### src/rtl/vertex_attribute_remap_top_macros.svh
// ---------------------------------------------------------------------------
// vertex_attribute_remap_top_macros
// Assertion macros shared by the vertex attribute remap RTL.
// ---------------------------------------------------------------------------
`ifndef VERTEX_ATTRIBUTE_REMAP_TOP_MACROS_SVH
`define VERTEX_ATTRIBUTE_REMAP_TOP_MACROS_SVH

`ifndef NO_ASSERTIONS
// check with reset disable
`define VA_ASSERT_RST(lbl, clk, rst_n, prop, msg) \
    lbl: assert property (@(posedge clk) disable iff (!rst_n) prop) else $error(msg);
// check that also holds in reset
`define VA_ASSERT(lbl, clk, prop, msg) \
    lbl: assert property (@(posedge clk) prop) else $error(msg);
`else
`define VA_ASSERT_RST(lbl, clk, rst_n, prop, msg)
`define VA_ASSERT(lbl, clk, prop, msg)
`endif

`endif

### src/rtl/vamap_ram.sv
// ---------------------------------------------------------------------------
// vamap_ram
// Generic single-port synchronous RAM with registered read data.
// ---------------------------------------------------------------------------
module vamap_ram #(
    parameter int WIDTH = 8,
    parameter int DEPTH = 16
) (
    input  logic                     i_clk,
    input  logic [$clog2(DEPTH)-1:0] i_addr,
    input  logic                     i_we,
    input  logic [WIDTH-1:0]         i_wdata,
    output logic [WIDTH-1:0]         o_rdata
);

    logic [WIDTH-1:0] r_mem [DEPTH];
    logic [WIDTH-1:0] r_rdata;

    // write port and registered read, old data on a write
    always_ff @(posedge i_clk) begin
        if (i_we) begin
            r_mem[i_addr] <= i_wdata;
        end
        r_rdata <= r_mem[i_addr];
    end

    assign o_rdata = r_rdata;

endmodule

### config.mk
export PLATFORM = sky130hd
export DESIGN_NAME = vamap_ram
export DESIGN_NICKNAME = d
export VERILOG_FILES = /design/src/rtl/vertex_attribute_remap_top_macros.svh /design/src/rtl/vamap_ram.sv
export SDC_FILE = /design/constraint.sdc
export NUM_CORES = 1
export LEC_CHECK = 0
export BUFFER_PORTS_ARGS = -buffer_cell sky130_fd_sc_hd__buf_2
export CORE_MARGIN = 2
export CORE_UTILIZATION = 40
export DETAILED_ROUTE_END_ITERATION = 6
export HOLD_SLACK_MARGIN = 0.02
export PLACE_DENSITY_LB_ADDON = 0.05
export REMOVE_ABC_BUFFERS = 1
export SETUP_SLACK_MARGIN = 0.02
export SLEW_MARGIN = 15
export SYNTH_ARGS = -nofsm -noshare
export SYNTH_HDL_FRONTEND = slang
export SYNTH_SLANG_ARGS = --single-unit
### constraint.sdc
create_clock -name i_clk -period 1.8 [get_ports i_clk]
set_input_delay 0.18 -clock i_clk [delete_from_list [all_inputs] [get_ports i_clk]]
set_output_delay 0.18 -clock i_clk [all_outputs]
set_load 0.02 [all_outputs]
==> out/metrics.yaml <==
run_status:
  outcome: "finished, final reports clean"
floorplanning:
  core_region_area_mm2: 0.01252
  die_h_um: 116.6
  ios: 22
  die_area_mm2: 0.01359
  initial_utilization_pct: 40.48
  rows: 41
  die_w_um: 116.6
global_route:
  overflow: 0
  grt_use_met1_pct: 22.25
  grt_use_met3_pct: 4.567
  grt_max_degree: 21
  grt_pass1_wl_um: 15200
  use_met2_pct: 25.39
  grt-busiest-layer: "met2"
  grt_usage_pct: 16.37
  grt_pass1_vias: 2527
  antenna_found_initial: 0
worst_setup_path:
  critPathKind: "flop to flop"
  end_kind: "flop"
  startpoint_type: "flop"
  rr_endpoint: "o_rdata[7]$_DFF_P_"
  reg2reg_slack_ps: 470
  critPathMaxStageDelay_ps: 450
  arrival_ps: 1620
  slowest_stage: "mux4_2"
  crit_chain: "mux4_2, a22oi_1, nand2_1"
  ff2ff_path_depth: 3
  worstSetupEndpoint: "o_rdata[7]$_DFF_P_"
  crit-reg2reg-launch: "r_mem[0][7]$_DFFE_PP_"
  crit_path_max_fanout: 1
  crit_start: "r_mem[0][7]$_DFFE_PP_"
  worstPathRequired_ps: 2080
timing:
  fmax_ghz: 0.7493
  fin_crit_ps: 1335
  slew-limit-headroom_pct: 40.99
  rsz0062_at_grt: "false"
  tightest_slew_ps: 883.3
  setup_viol: 0
  period_share_pct: 74.14
  slew_violations: 0
  fin_skew_ps: 4.895
  hold_viol: 0
  tns_ps: 0
final_layout:
  final-seq-area_mm2: 0.004004
  final_common_cell: "edfxtp_1"
  diodes: 0
  multi_input_area_mm2: 0.001003
  areaGrowthSynthToFinish_pct: 19.85
  layout_common_cells: "128 x edfxtp_1, 32 x mux4_2, 28 x buf_4, 21 x buf_2, 17 x clkbuf_16"
  final_layout_size_suffix_gt1_share_pct: 35.22
  final_cells: 473
  num-fill-cells: 1079
  fin_nets: 303
drt:
  wl_per_cell_um: 21.20
  drt-total-wl_um: 10030
  drc: 0
  viasPerCell: 5.053
  ant_nets: 0
  route.vias.total: 2390
  dr.pass1.iters: 4
  drt_iter0_markers: 111
worst_hold_path:
  hp-class: "input pin to flop"
yosys:
  yosysSeqAreaShare_pct: 79.01
  syn_avg_cell_area_um2: 22.03
  syn-instance-count: 230
  ys_types: 18
  syn_area_mm2: 0.005067
  synth-seq-cells: 136
  yosysWarnings: 0
clocking:
  cts.repair.resized: 0
  cts_sinks: 136
  numCtsBuffers: 17
  holdBufCountCts: 0
  cts_max_level: 4
  cts_tree: "done"
  clkTransAtPathRegs_ps: 50
  clk_path_buf_depth: 2
  clk_latency_ps: 410
  cts-root-buf: "clkbuf_16"
  post_cts_buffers: 0
placed_design:
  port_buffers: 21
  routabilityCongestion: 0.7126
  hpwl_um: 6642
  place_inst: 442
power_and_ir_drop:
  cellLeakagePower_nw: 2.023
  vdd.ir_drop.worst_uv: 567.0
  power.density_mw_per_mm2: 1128
  p_total_mw: 6.849
run:
  drv_cap: 0
-- Yosys cell counts --
cell        n  area, um2
edfxtp_1  128       3844
mux4_2     32      720.7
a22oi_1    16      120.1
nor2_1     13      48.80
nand2_1     9      33.78
dfxtp_1     8      160.2
buf_1       4      15.01
nor3_1      4      20.02
buf_2       2      10.01
buf_6       2      22.52
clkbuf_1    2      7.510
nand2b_1    2      12.51
nand3b_1    2      15.01
nor2b_1     2      12.51
and2_1      1      6.260
clkbuf_2    1      5.000
nand3_1     1      5.000
or3b_2      1      8.760
-- stage by stage --
stage | util, % | area [um2] | worst slack (ps) | hold WS, ps
after global placement | 44.56 | 5578 | 122.4 | 574.5
after floorplan | - | 5007 | 127.1 | 278.9
after global routing | 48.52 | 6073 | 392.7 | 157.1
after CTS | 48.52 | 6073 | 446.2 | 143.2
after detailed placement | 44.56 | 5578 | 139.8 | 581.5
final | 48.52 | 6073 | 465.4 | 156.2
-- report_power, final --
group / switching [mW] / internal, mW / total (mW)
logic: 0.214 / 0.153 / 0.367
clock network: 1.15 / 1.77 / 2.92
registers: 0.0172 / 3.54 / 3.56
total: 1.38 / 5.47 / 6.85
-- final cells by class --
class / instances / share of cell area (%)
timing repair buffer: 51 / 5.851
clock inverter: 5 / 0.4326
tap: 172 / 3.543
clock buffer: 26 / 7.726
multi-input combinational: 83 / 16.52
sequential: 136 / 65.93
-- worst min path at each step --
stage / end / cells past startpoint / start / slack [ps]
finish: r_mem[9][5]$_DFFE_PP_ / 1 / i_wdata[5] / 160
global route: r_mem[5][5]$_DFFE_PP_ / 1 / i_wdata[5] / 160
CTS: r_mem[6][1]$_DFFE_PP_ / 1 / i_wdata[1] / 140
detailed placement: r_mem[6][1]$_DFFE_PP_ / 1 / i_wdata[1] / 580
global placement: r_mem[6][1]$_DFFE_PP_ / 1 / i_wdata[1] / 570
floorplan: r_mem[0][0]$_DFFE_PP_ / 0 / i_wdata[0] / 280
-- per-layer routing --
metal	up-vias	share of wire, %
met2	45	49
met5	-	0
met3	13	4.8
met4	0	1.6
met1	1250	45
li1	1082	-
-- worst max-delay path, delay by kind of cell (launching register included) --
kind | cells | cell delay, ps
compound gates | 1 | 290
simple gates | 1 | 100
flops | 1 | 370
mux | 1 | 450
-- state kept, by name (all words and copies together) (netlist names) --
signal and flops:
o_rdata 8, r_mem 128
-- logic make-up (layout without fill, tap and decap cells) --
kind of cell / after synthesis / in the layout / share of synthesized area, %
mux: 32 / 32 / 14.22
flops: 136 / 136 / 79.01
compound gates: 16 / 16 / 2.370
buf+inv: 11 / 82 / 1.185
simple gates: 35 / 35 / 3.210
Power figures use the tool's default switching activity.
