<file path="config.mk">
export PLATFORM = sky130hd
export DESIGN_NAME = vamap_ctrl
export DESIGN_NICKNAME = d
export VERILOG_FILES = /design/src/rtl/vamap_pkg.sv /design/src/rtl/vamap_ctrl.sv
export VERILOG_INCLUDE_DIRS = /design/src /design/src/rtl
export SDC_FILE = /design/constraint.sdc
export NUM_CORES = 1
export LEC_CHECK = 0
export ABC_AREA = 1
export BUFFER_PORTS_ARGS = -buffer_cell sky130_fd_sc_hd__clkbuf_2
export CORE_ASPECT_RATIO = 1.4
export CORE_MARGIN = 1
export CORE_UTILIZATION = 40
export CTS_CLUSTER_SIZE = 12
export DETAILED_ROUTE_END_ITERATION = 12
export PLACE_DENSITY = 0.7
export SLEW_MARGIN = 10
export SYNTH_ARGS = -nofsm -noshare
export SYNTH_HDL_FRONTEND = slang
export SYNTH_SLANG_ARGS = --single-unit
</file>
<file path="constraint.sdc">
create_clock -name i_clk -period 3.3 [get_ports i_clk]
set_clock_uncertainty 0.05 [all_clocks]
set_input_delay 0.66 -clock i_clk [delete_from_list [all_inputs] [get_ports i_clk]]
set_output_delay 0.66 -clock i_clk [all_outputs]
set_load 0.01 [all_outputs]
</file>
<file path="src/rtl/vertex_attribute_remap_top_macros.svh">
// ---------------------------------------------------------------------------
// vertex_attribute_remap_top_macros
// Assertion macros shared by the vertex attribute remap RTL.
// ---------------------------------------------------------------------------
`ifndef VERTEX_ATTRIBUTE_REMAP_TOP_MACROS_SVH
`define VERTEX_ATTRIBUTE_REMAP_TOP_MACROS_SVH

`ifndef NO_ASSERTIONS
// check with reset disable
`define VA_ASSERT_RST(lbl, clk, rst_n, prop, msg) \
    lbl: assert property (@(posedge clk) disable iff (!rst_n) prop) else $error(msg);
// check that also holds in reset
`define VA_ASSERT(lbl, clk, prop, msg) \
    lbl: assert property (@(posedge clk) prop) else $error(msg);
`else
`define VA_ASSERT_RST(lbl, clk, rst_n, prop, msg)
`define VA_ASSERT(lbl, clk, prop, msg)
`endif

`endif

</file>
<file path="src/rtl/vamap_pkg.sv">
// ---------------------------------------------------------------------------
// vamap_pkg
// Shared widths and default sizes for the vertex attribute remap block.
// ---------------------------------------------------------------------------
package vamap_pkg;

    // fixed field widths
    localparam int POS_W       = 12;
    localparam int ATTR_PORT_W = 16;
    localparam int VTX_W       = 13;

    // default table sizes
    localparam int DEF_MAX_VERTICES    = 4096;
    localparam int DEF_REMAP_ENTRIES   = 1024;
    localparam int DEF_ATTR_INDEX_BITS = 16;

    typedef logic [POS_W-1:0]       t_pos;
    typedef logic [ATTR_PORT_W-1:0] t_attr;
    typedef logic [VTX_W-1:0]       t_vtx;

endpackage

</file>
<file path="src/rtl/vamap_ctrl.sv">
// ---------------------------------------------------------------------------
// vamap_ctrl
// Sequencer: clearing sweep, hashed remap probe with linear probing,
// per-vertex first pair check and the read-modify-write of both tables.
// ---------------------------------------------------------------------------
`include "vertex_attribute_remap_top_macros.svh"

module vamap_ctrl
    import vamap_pkg::*;
#(
    parameter int MAX_VERTICES    = DEF_MAX_VERTICES,
    parameter int REMAP_ENTRIES   = DEF_REMAP_ENTRIES,
    parameter int ATTR_INDEX_BITS = DEF_ATTR_INDEX_BITS,
    localparam int VIDX_W = $clog2(MAX_VERTICES),
    localparam int RIDX_W = $clog2(REMAP_ENTRIES),
    localparam int A_W    = (ATTR_INDEX_BITS < ATTR_PORT_W) ? ATTR_INDEX_BITS : ATTR_PORT_W,
    localparam int VW_W   = 1 + 2 * A_W,
    localparam int RW_W   = 1 + POS_W + 2 * A_W + VTX_W
) (
    input  logic              i_clk,
    input  logic              i_rst_n,
    input  logic              start,
    output logic              busy,
    input  t_pos              i_position_vertex,
    input  t_attr             i_normal_index,
    input  t_attr             i_tex_index,
    input  logic              i_cfg_we,
    input  t_vtx              i_cfg_wdata,
    // per-vertex table port
    output logic [VIDX_W-1:0] o_vt_addr,
    output logic              o_vt_we,
    output logic [VW_W-1:0]   o_vt_wdata,
    input  logic [VW_W-1:0]   i_vt_rdata,
    // remap table port
    output logic [RIDX_W-1:0] o_rm_addr,
    output logic              o_rm_we,
    output logic [RW_W-1:0]   o_rm_wdata,
    input  logic [RW_W-1:0]   i_rm_rdata,
    // result
    output logic              o_done,
    output t_vtx              o_out_vertex,
    output logic              o_write_record,
    output logic              o_is_duplicate,
    output t_pos              o_record_position,
    output t_attr             o_record_normal,
    output t_attr             o_record_tex,
    output logic              o_table_full
);

    localparam int KEY_W = POS_W + 2 * A_W;
    localparam int CNT_W = $clog2(REMAP_ENTRIES + 1);
    localparam int CLR_N = (MAX_VERTICES > REMAP_ENTRIES) ? MAX_VERTICES : REMAP_ENTRIES;
    localparam int CLR_W = $clog2(CLR_N);

    localparam logic [1:0] S_CLEAR = 2'd0;
    localparam logic [1:0] S_IDLE  = 2'd1;
    localparam logic [1:0] S_PROBE = 2'd2;

    localparam logic [RIDX_W-1:0] LAST_SLOT = RIDX_W'(REMAP_ENTRIES - 1);
    localparam logic [CNT_W-1:0]  FULL_CNT  = CNT_W'(REMAP_ENTRIES);

    logic [1:0]        r_state, n_state;
    logic [CLR_W-1:0]  r_clr, n_clr;
    t_pos              r_v, n_v;
    logic [A_W-1:0]    r_n, n_n, r_t, n_t;
    logic [RIDX_W-1:0] r_idx, n_idx, r_probes, n_probes;
    logic [CNT_W-1:0]  r_used, n_used;
    t_vtx              r_next, n_next;

    logic  r_done, n_done;
    t_vtx  r_out, n_out;
    logic  r_wr, n_wr, r_dup, n_dup, r_full, n_full;

    logic [A_W-1:0]    in_n, in_t;
    logic [KEY_W-1:0]  key;
    logic [RIDX_W-1:0] fold, hash, step_idx;

    logic              rm_valid, vt_valid, in_range;
    t_pos              rm_v;
    logic [A_W-1:0]    rm_n, rm_t, vt_n, vt_t;
    t_vtx              rm_tgt;
    logic              hit, step;

    // attributes masked to the configured index width
    assign in_n = A_W'(i_normal_index);
    assign in_t = A_W'(i_tex_index);
    assign key  = {i_position_vertex, in_n, in_t};

    // xor fold of the full triple into a slot index
    always_comb begin
        fold = '0;
        for (int i = 0; i < KEY_W; i++) begin
            fold[i % RIDX_W] = fold[i % RIDX_W] ^ key[i];
        end
    end

    assign hash = (32'(fold) >= REMAP_ENTRIES) ? (fold - LAST_SLOT - 1'b1) : fold;

    // field split of the read words
    assign rm_valid = i_rm_rdata[RW_W-1];
    assign rm_v     = i_rm_rdata[RW_W-2 -: POS_W];
    assign rm_n     = i_rm_rdata[VTX_W + 2*A_W - 1 -: A_W];
    assign rm_t     = i_rm_rdata[VTX_W + A_W - 1 -: A_W];
    assign rm_tgt   = i_rm_rdata[VTX_W-1:0];
    assign vt_valid = i_vt_rdata[VW_W-1];
    assign vt_n     = i_vt_rdata[2*A_W-1 -: A_W];
    assign vt_t     = i_vt_rdata[A_W-1:0];

    // probe decisions
    assign in_range = 32'(r_v) < MAX_VERTICES;
    assign hit      = rm_valid && (rm_v == r_v) && (rm_n == r_n) && (rm_t == r_t);
    assign step     = rm_valid && !hit && (r_probes != LAST_SLOT);
    assign step_idx = (r_idx == LAST_SLOT) ? '0 : r_idx + 1'b1;

    // sequencer and table updates
    always_comb begin
        n_state    = r_state;
        n_clr      = r_clr;
        n_v        = r_v;
        n_n        = r_n;
        n_t        = r_t;
        n_idx      = r_idx;
        n_probes   = r_probes;
        n_used     = r_used;
        n_next     = r_next;
        n_done     = 1'b0;
        n_out      = r_out;
        n_wr       = r_wr;
        n_dup      = r_dup;
        n_full     = r_full;
        o_vt_addr  = VIDX_W'(r_v);
        o_vt_we    = 1'b0;
        o_vt_wdata = {1'b1, r_n, r_t};
        o_rm_addr  = r_idx;
        o_rm_we    = 1'b0;
        o_rm_wdata = {1'b1, r_v, r_n, r_t, r_next};

        case (r_state)
            S_CLEAR: begin
                o_vt_addr  = VIDX_W'(r_clr);
                o_rm_addr  = RIDX_W'(r_clr);
                o_vt_we    = 32'(r_clr) < MAX_VERTICES;
                o_rm_we    = 32'(r_clr) < REMAP_ENTRIES;
                o_vt_wdata = '0;
                o_rm_wdata = '0;
                n_clr      = r_clr + 1'b1;
                if (r_clr == CLR_W'(CLR_N - 1)) begin
                    n_state = S_IDLE;
                end
            end
            S_IDLE: begin
                o_vt_addr = VIDX_W'(i_position_vertex);
                o_rm_addr = hash;
                if (start) begin
                    n_v      = i_position_vertex;
                    n_n      = in_n;
                    n_t      = in_t;
                    n_idx    = hash;
                    n_probes = '0;
                    n_state  = S_PROBE;
                end
            end
            S_PROBE: begin
                n_out  = t_vtx'(r_v);
                n_wr   = 1'b0;
                n_dup  = 1'b0;
                n_full = 1'b0;
                if (in_range && !hit && step) begin
                    // collision, move to the next slot
                    o_rm_addr = step_idx;
                    n_idx     = step_idx;
                    n_probes  = r_probes + 1'b1;
                end else begin
                    n_done  = 1'b1;
                    n_state = S_IDLE;
                    if (!in_range) begin
                        n_out = t_vtx'(r_v);
                    end else if (hit) begin
                        n_out = rm_tgt;
                    end else if (!vt_valid) begin
                        // first sight of this vertex
                        o_vt_we = 1'b1;
                        n_wr    = 1'b1;
                    end else if ((vt_n != r_n) || (vt_t != r_t)) begin
                        if (r_used != FULL_CNT) begin
                            // new duplicate into the empty slot
                            o_rm_we = 1'b1;
                            n_out   = r_next;
                            n_wr    = 1'b1;
                            n_dup   = 1'b1;
                            n_next  = r_next + 1'b1;
                            n_used  = r_used + 1'b1;
                        end else begin
                            n_full = 1'b1;
                        end
                    end
                end
            end
            default: begin
                n_state = S_IDLE;
            end
        endcase

        // register write loads the allocation pointer
        if (i_cfg_we) begin
            n_next = i_cfg_wdata;
        end
    end

    // control registers
    always_ff @(posedge i_clk) begin
        if (!i_rst_n) begin
            r_state <= S_CLEAR;
            r_clr   <= '0;
            r_used  <= '0;
            r_next  <= '0;
            r_done  <= 1'b0;
        end else begin
            r_state <= n_state;
            r_clr   <= n_clr;
            r_used  <= n_used;
            r_next  <= n_next;
            r_done  <= n_done;
        end
    end

    // request and result payload
    always_ff @(posedge i_clk) begin
        r_v      <= n_v;
        r_n      <= n_n;
        r_t      <= n_t;
        r_idx    <= n_idx;
        r_probes <= n_probes;
        r_out    <= n_out;
        r_wr     <= n_wr;
        r_dup    <= n_dup;
        r_full   <= n_full;
    end

    assign busy              = (r_state != S_IDLE);
    assign o_done            = r_done;
    assign o_out_vertex      = r_out;
    assign o_write_record    = r_wr;
    assign o_is_duplicate    = r_dup;
    assign o_table_full      = r_full;
    assign o_record_position = r_wr ? r_v : '0;
    assign o_record_normal   = r_wr ? ATTR_PORT_W'(r_n) : '0;
    assign o_record_tex      = r_wr ? ATTR_PORT_W'(r_t) : '0;

    // checks
    `VA_ASSERT_RST(a_used_bound, i_clk, i_rst_n, r_used <= FULL_CNT, "remap fill count overflow")
    `VA_ASSERT_RST(a_done_after_probe, i_clk, i_rst_n, r_done |-> $past(r_state == S_PROBE), "result without probe")
    `VA_ASSERT_RST(a_dup_writes, i_clk, i_rst_n, (r_done && r_dup) |-> (r_wr && !r_full), "duplicate without record")
    `VA_ASSERT_RST(a_used_moves, i_clk, i_rst_n, (r_state != S_CLEAR && $past(r_state) != S_CLEAR && r_used != $past(r_used)) |-> (r_done && r_dup), "fill count moved without insert")

endmodule

</file>
==> impl_metrics.json <==
{
  "outcome": "finished clean",
  "yosys_warnings": 0,
  "vdd_drop_max_uv": 320,
  "synth_mux_area_frac": 0,
  "seqCellArea_um2": 3180,
  "cp-end-kind": "output port",
  "die_height_um": 182,
  "maxSlewViolCount": 0,
  "cts_buffers": 17,
  "clockBufferDepth": 2,
  "io-pin-count": 329,
  "power.density_nw_per_um2": 362,
  "netlist.area_leader.share": 0.261,
  "root_buffer": "clkbuf_16",
  "setup_violations": 0,
  "async_flop_share": 0,
  "fin_crit_sh": 0.995,
  "switching_power_mw": 1.26,
  "antenna_found_initial": 1,
  "viasPerCell": 5.01,
  "syn_nets": 1592,
  "area_growth_syn_to_layout_pct": 29.4,
  "fin_cells": 2078,
  "p_leak_nw": 6.27,
  "synthTopCellsByCount": "nand2_1, inv_1, nor2_1",
  "p_clk_frac": 0.417,
  "hpwl_mm": 30.0,
  "cpPeakStageDelay_ns": 0.45,
  "crit_fanout": 6,
  "synth-compound-area-share": 0.0832,
  "grt_pass1_vias": 9794,
  "cts_tree": "built",
  "worstMarginPinSlew_ns": 0.793,
  "first_pass_iters": 6,
  "std_cell_rows": 65,
  "cpMostUsedCell": "nand2_1",
  "worst_ep_required_time_ns": 2.59,
  "finalHoldViolCount": 0,
  "final_core_util": 0.528,
  "layout.nets": 1922,
  "num-fill-cells": 2322,
  "crit_family": "simple AND/OR/NAND/NOR gates",
  "seqPwrFrac": 0.390,
  "max_freq_ghz": 0.305,
  "drtIter0Drc": 828,
  "critical_path.slowest_cell": "edfxtp_1",
  "whs_ns": 0.393,
  "netlist_area_um2": 9220,
  "crit_buf_inv": 3,
  "path_clk_slew_ns": 0.06,
  "grt_usage": 0.313,
  "die-area_um2": 23700,
  "syn_area_per_cell_um2": 6.43,
  "htree_levels": 4,
  "intPower_mw": 3.06,
  "startpoint_type": "flip-flop",
  "routedWlPerCell_um": 18.0,
  "crit_type": "reg -> out",
  "synth_edf_count": 80,
  "pre_cts_slack_ns": 0.129,
  "grt_setup_unrepaired": "true",
  "worstPathArrival_ns": 2.57,
  "fin_ws_ns": 0.0161,
  "grt_max_degree": 70,
  "dp.cells": 2021,
  "grt_pass1_wl_mm": 54.0,
  "initial_utilization": 0.408,
  "combinationalPowerShare": 0.193,
  "synthAdderAreaFrac": 0.00814,
  "dpl_cell_area_um2": 11100,
  "post-synth-top-count-cell": "nand2_1",
  "crit_path_cell_trace": "inv_2 > nand2_2 > o21ai_1 > nor2_1 > nand2_1 > nor2_1 > nand2_1 > nor2_2 > nand2_2 > nand2_4 > buf_12 > nand2_1 > o21ai_1 > nand2_1 > nand4_1 > buf_2",
  "synth_top_family_by_area": "simple AND/OR/NAND/NOR gates",
  "vias": 10412,
  "period_needed_ns": 3.28,
  "power_mw": 4.32,
  "wirelength_mm": 37.5,
  "drive_gt1_frac": 0.268,
  "yosysTopAreaCell": "edfxtp_1",
  "synth_simple_gate_area_frac": 0.349,
  "ys_seq_area_frac": 0.345,
  "yosys-top-cells-area": "edfxtp_1, nand2_1, inv_1",
  "overflow": 0,
  "numClockSinks": 119,
  "setup_tns_ns": 0,
  "hp-class": "in -> reg",
  "relSlewSlack": 0.471,
  "synthXorXnorAreaFrac": 0.0712,
  "port_buffers": 328,
  "postCtsHoldBufs": 0,
  "ys.flop_type": "edfxtp_1",
  "netlist-cell-type-count": 39,
  "place_congestion": 1.05,
  "netSwitchingFraction": 0.292,
  "die_width_um": 130,
  "core_area_um2": 22600,
  "synth-seq-cells": 119,
  "design_area_um2": 11900,
  "drc_errors": 0,
  "ant_nets": 0,
  "multi_input_area_um2": 4830,
  "drv_cap": 0,
  "clock_latency_ns": 0.42,
  "syn_inst": 1434
}
final cells by class:
class,count,area share
multi-input combinational,1004,0.405
sequential,119,0.267
timing repair buffer,380,0.173
inverter,242,0.0761
clock buffer,19,0.0363
tap,301,0.0316
clock inverter,12,0.0109
antenna,1,0.000210
layout by cell type (no fill, tap or decap), types with 17 or more instances in the layout:
cell | netlist | final
nand2_2 | 4 | 17
inv_1 | 223 | 220
edfxtp_1 | 80 | 80
nor3_1 | 19 | 19
clkbuf_2 | 0 | 322
buf_4 | 37 | 49
dfxtp_1 | 39 | 39
a21oi_1 | 40 | 40
nor2_1 | 162 | 153
nand2_1 | 492 | 478
nand3_1 | 64 | 63
clkbuf_16 | 0 | 18
xnor2_1 | 46 | 46
inv_2 | 16 | 19
o21ai_0 | 65 | 59
xor2_1 | 29 | 29
nand4_1 | 22 | 22
layer usage:
| metal | global-route usage | vias up | wire [um] |
|---|---|---|---|
| met5 | 0 | - | 0 |
| met4 | 0.184 | 0 | 2200 |
| met3 | 0.0404 | 111 | 2240 |
| met2 | 0.557 | 503 | 18800 |
| met1 | 0.349 | 4716 | 14200 |
| li1 | - | 5082 | - |
power groups by stage:
stage               combinational, mW  sequential (mW)  clock (mW)
floorplan                       0.454             1.70           0
global placement                0.793             1.72           0
detailed placement              0.796             1.72           0
CTS                             0.807             1.69        1.82
global route                    0.909             1.69        1.88
finish                          0.832             1.69        1.80
cell families (layout without fill, tap and decap cells):
| kind of cell | count (synthesis) | count (layout) |
|---|---|---|
| AO/OA/AOI/OAI | 135 | 135 |
| XOR/XNOR | 75 | 75 |
| adder cells (fa/ha/maj) | 6 | 6 |
| buffers and inverters | 312 | 653 |
| flip-flops | 119 | 119 |
| other | 0 | 1 |
| AND/OR/NAND/NOR | 787 | 788 |
final timing paths:
check | from | slack, ns | endpoint | cells after the start
worst max-delay path | r_n[5]$_DFFE_PP_ | 0.02 | o_rm_addr[3] | 16
worst min-delay path | i_tex_index[15] | 0.39 | r_t[15]$_DFFE_PP_ | 1
worst max register to register | r_t[2]$_DFFE_PP_ | 0.63 | o_out_vertex[10]$_DFFE_PP_ | 10
worst min register to register | r_used[10]$_SDFFE_PN0P_ | 0.42 | r_used[10]$_SDFFE_PN0P_ | 2
registers in the layout (all words and copies together), names as in the netlist, 2 cells and up:
name,count
r_n,16
r_t,16
o_out_vertex,13
r_next,13
r_clr,12
r_v,12
r_used,11
r_idx,10
r_probes,10
r_state,2
repair_timing:
action                                  4_1_cts  5_1_grt
setup buffers                                 5       18
resized for setup                             1       44
gates cloned                                  1        1
endpoints found under the setup margin       10       12
pin swaps                                     2       18
Note: power is estimated with default switching activity, not from simulation.
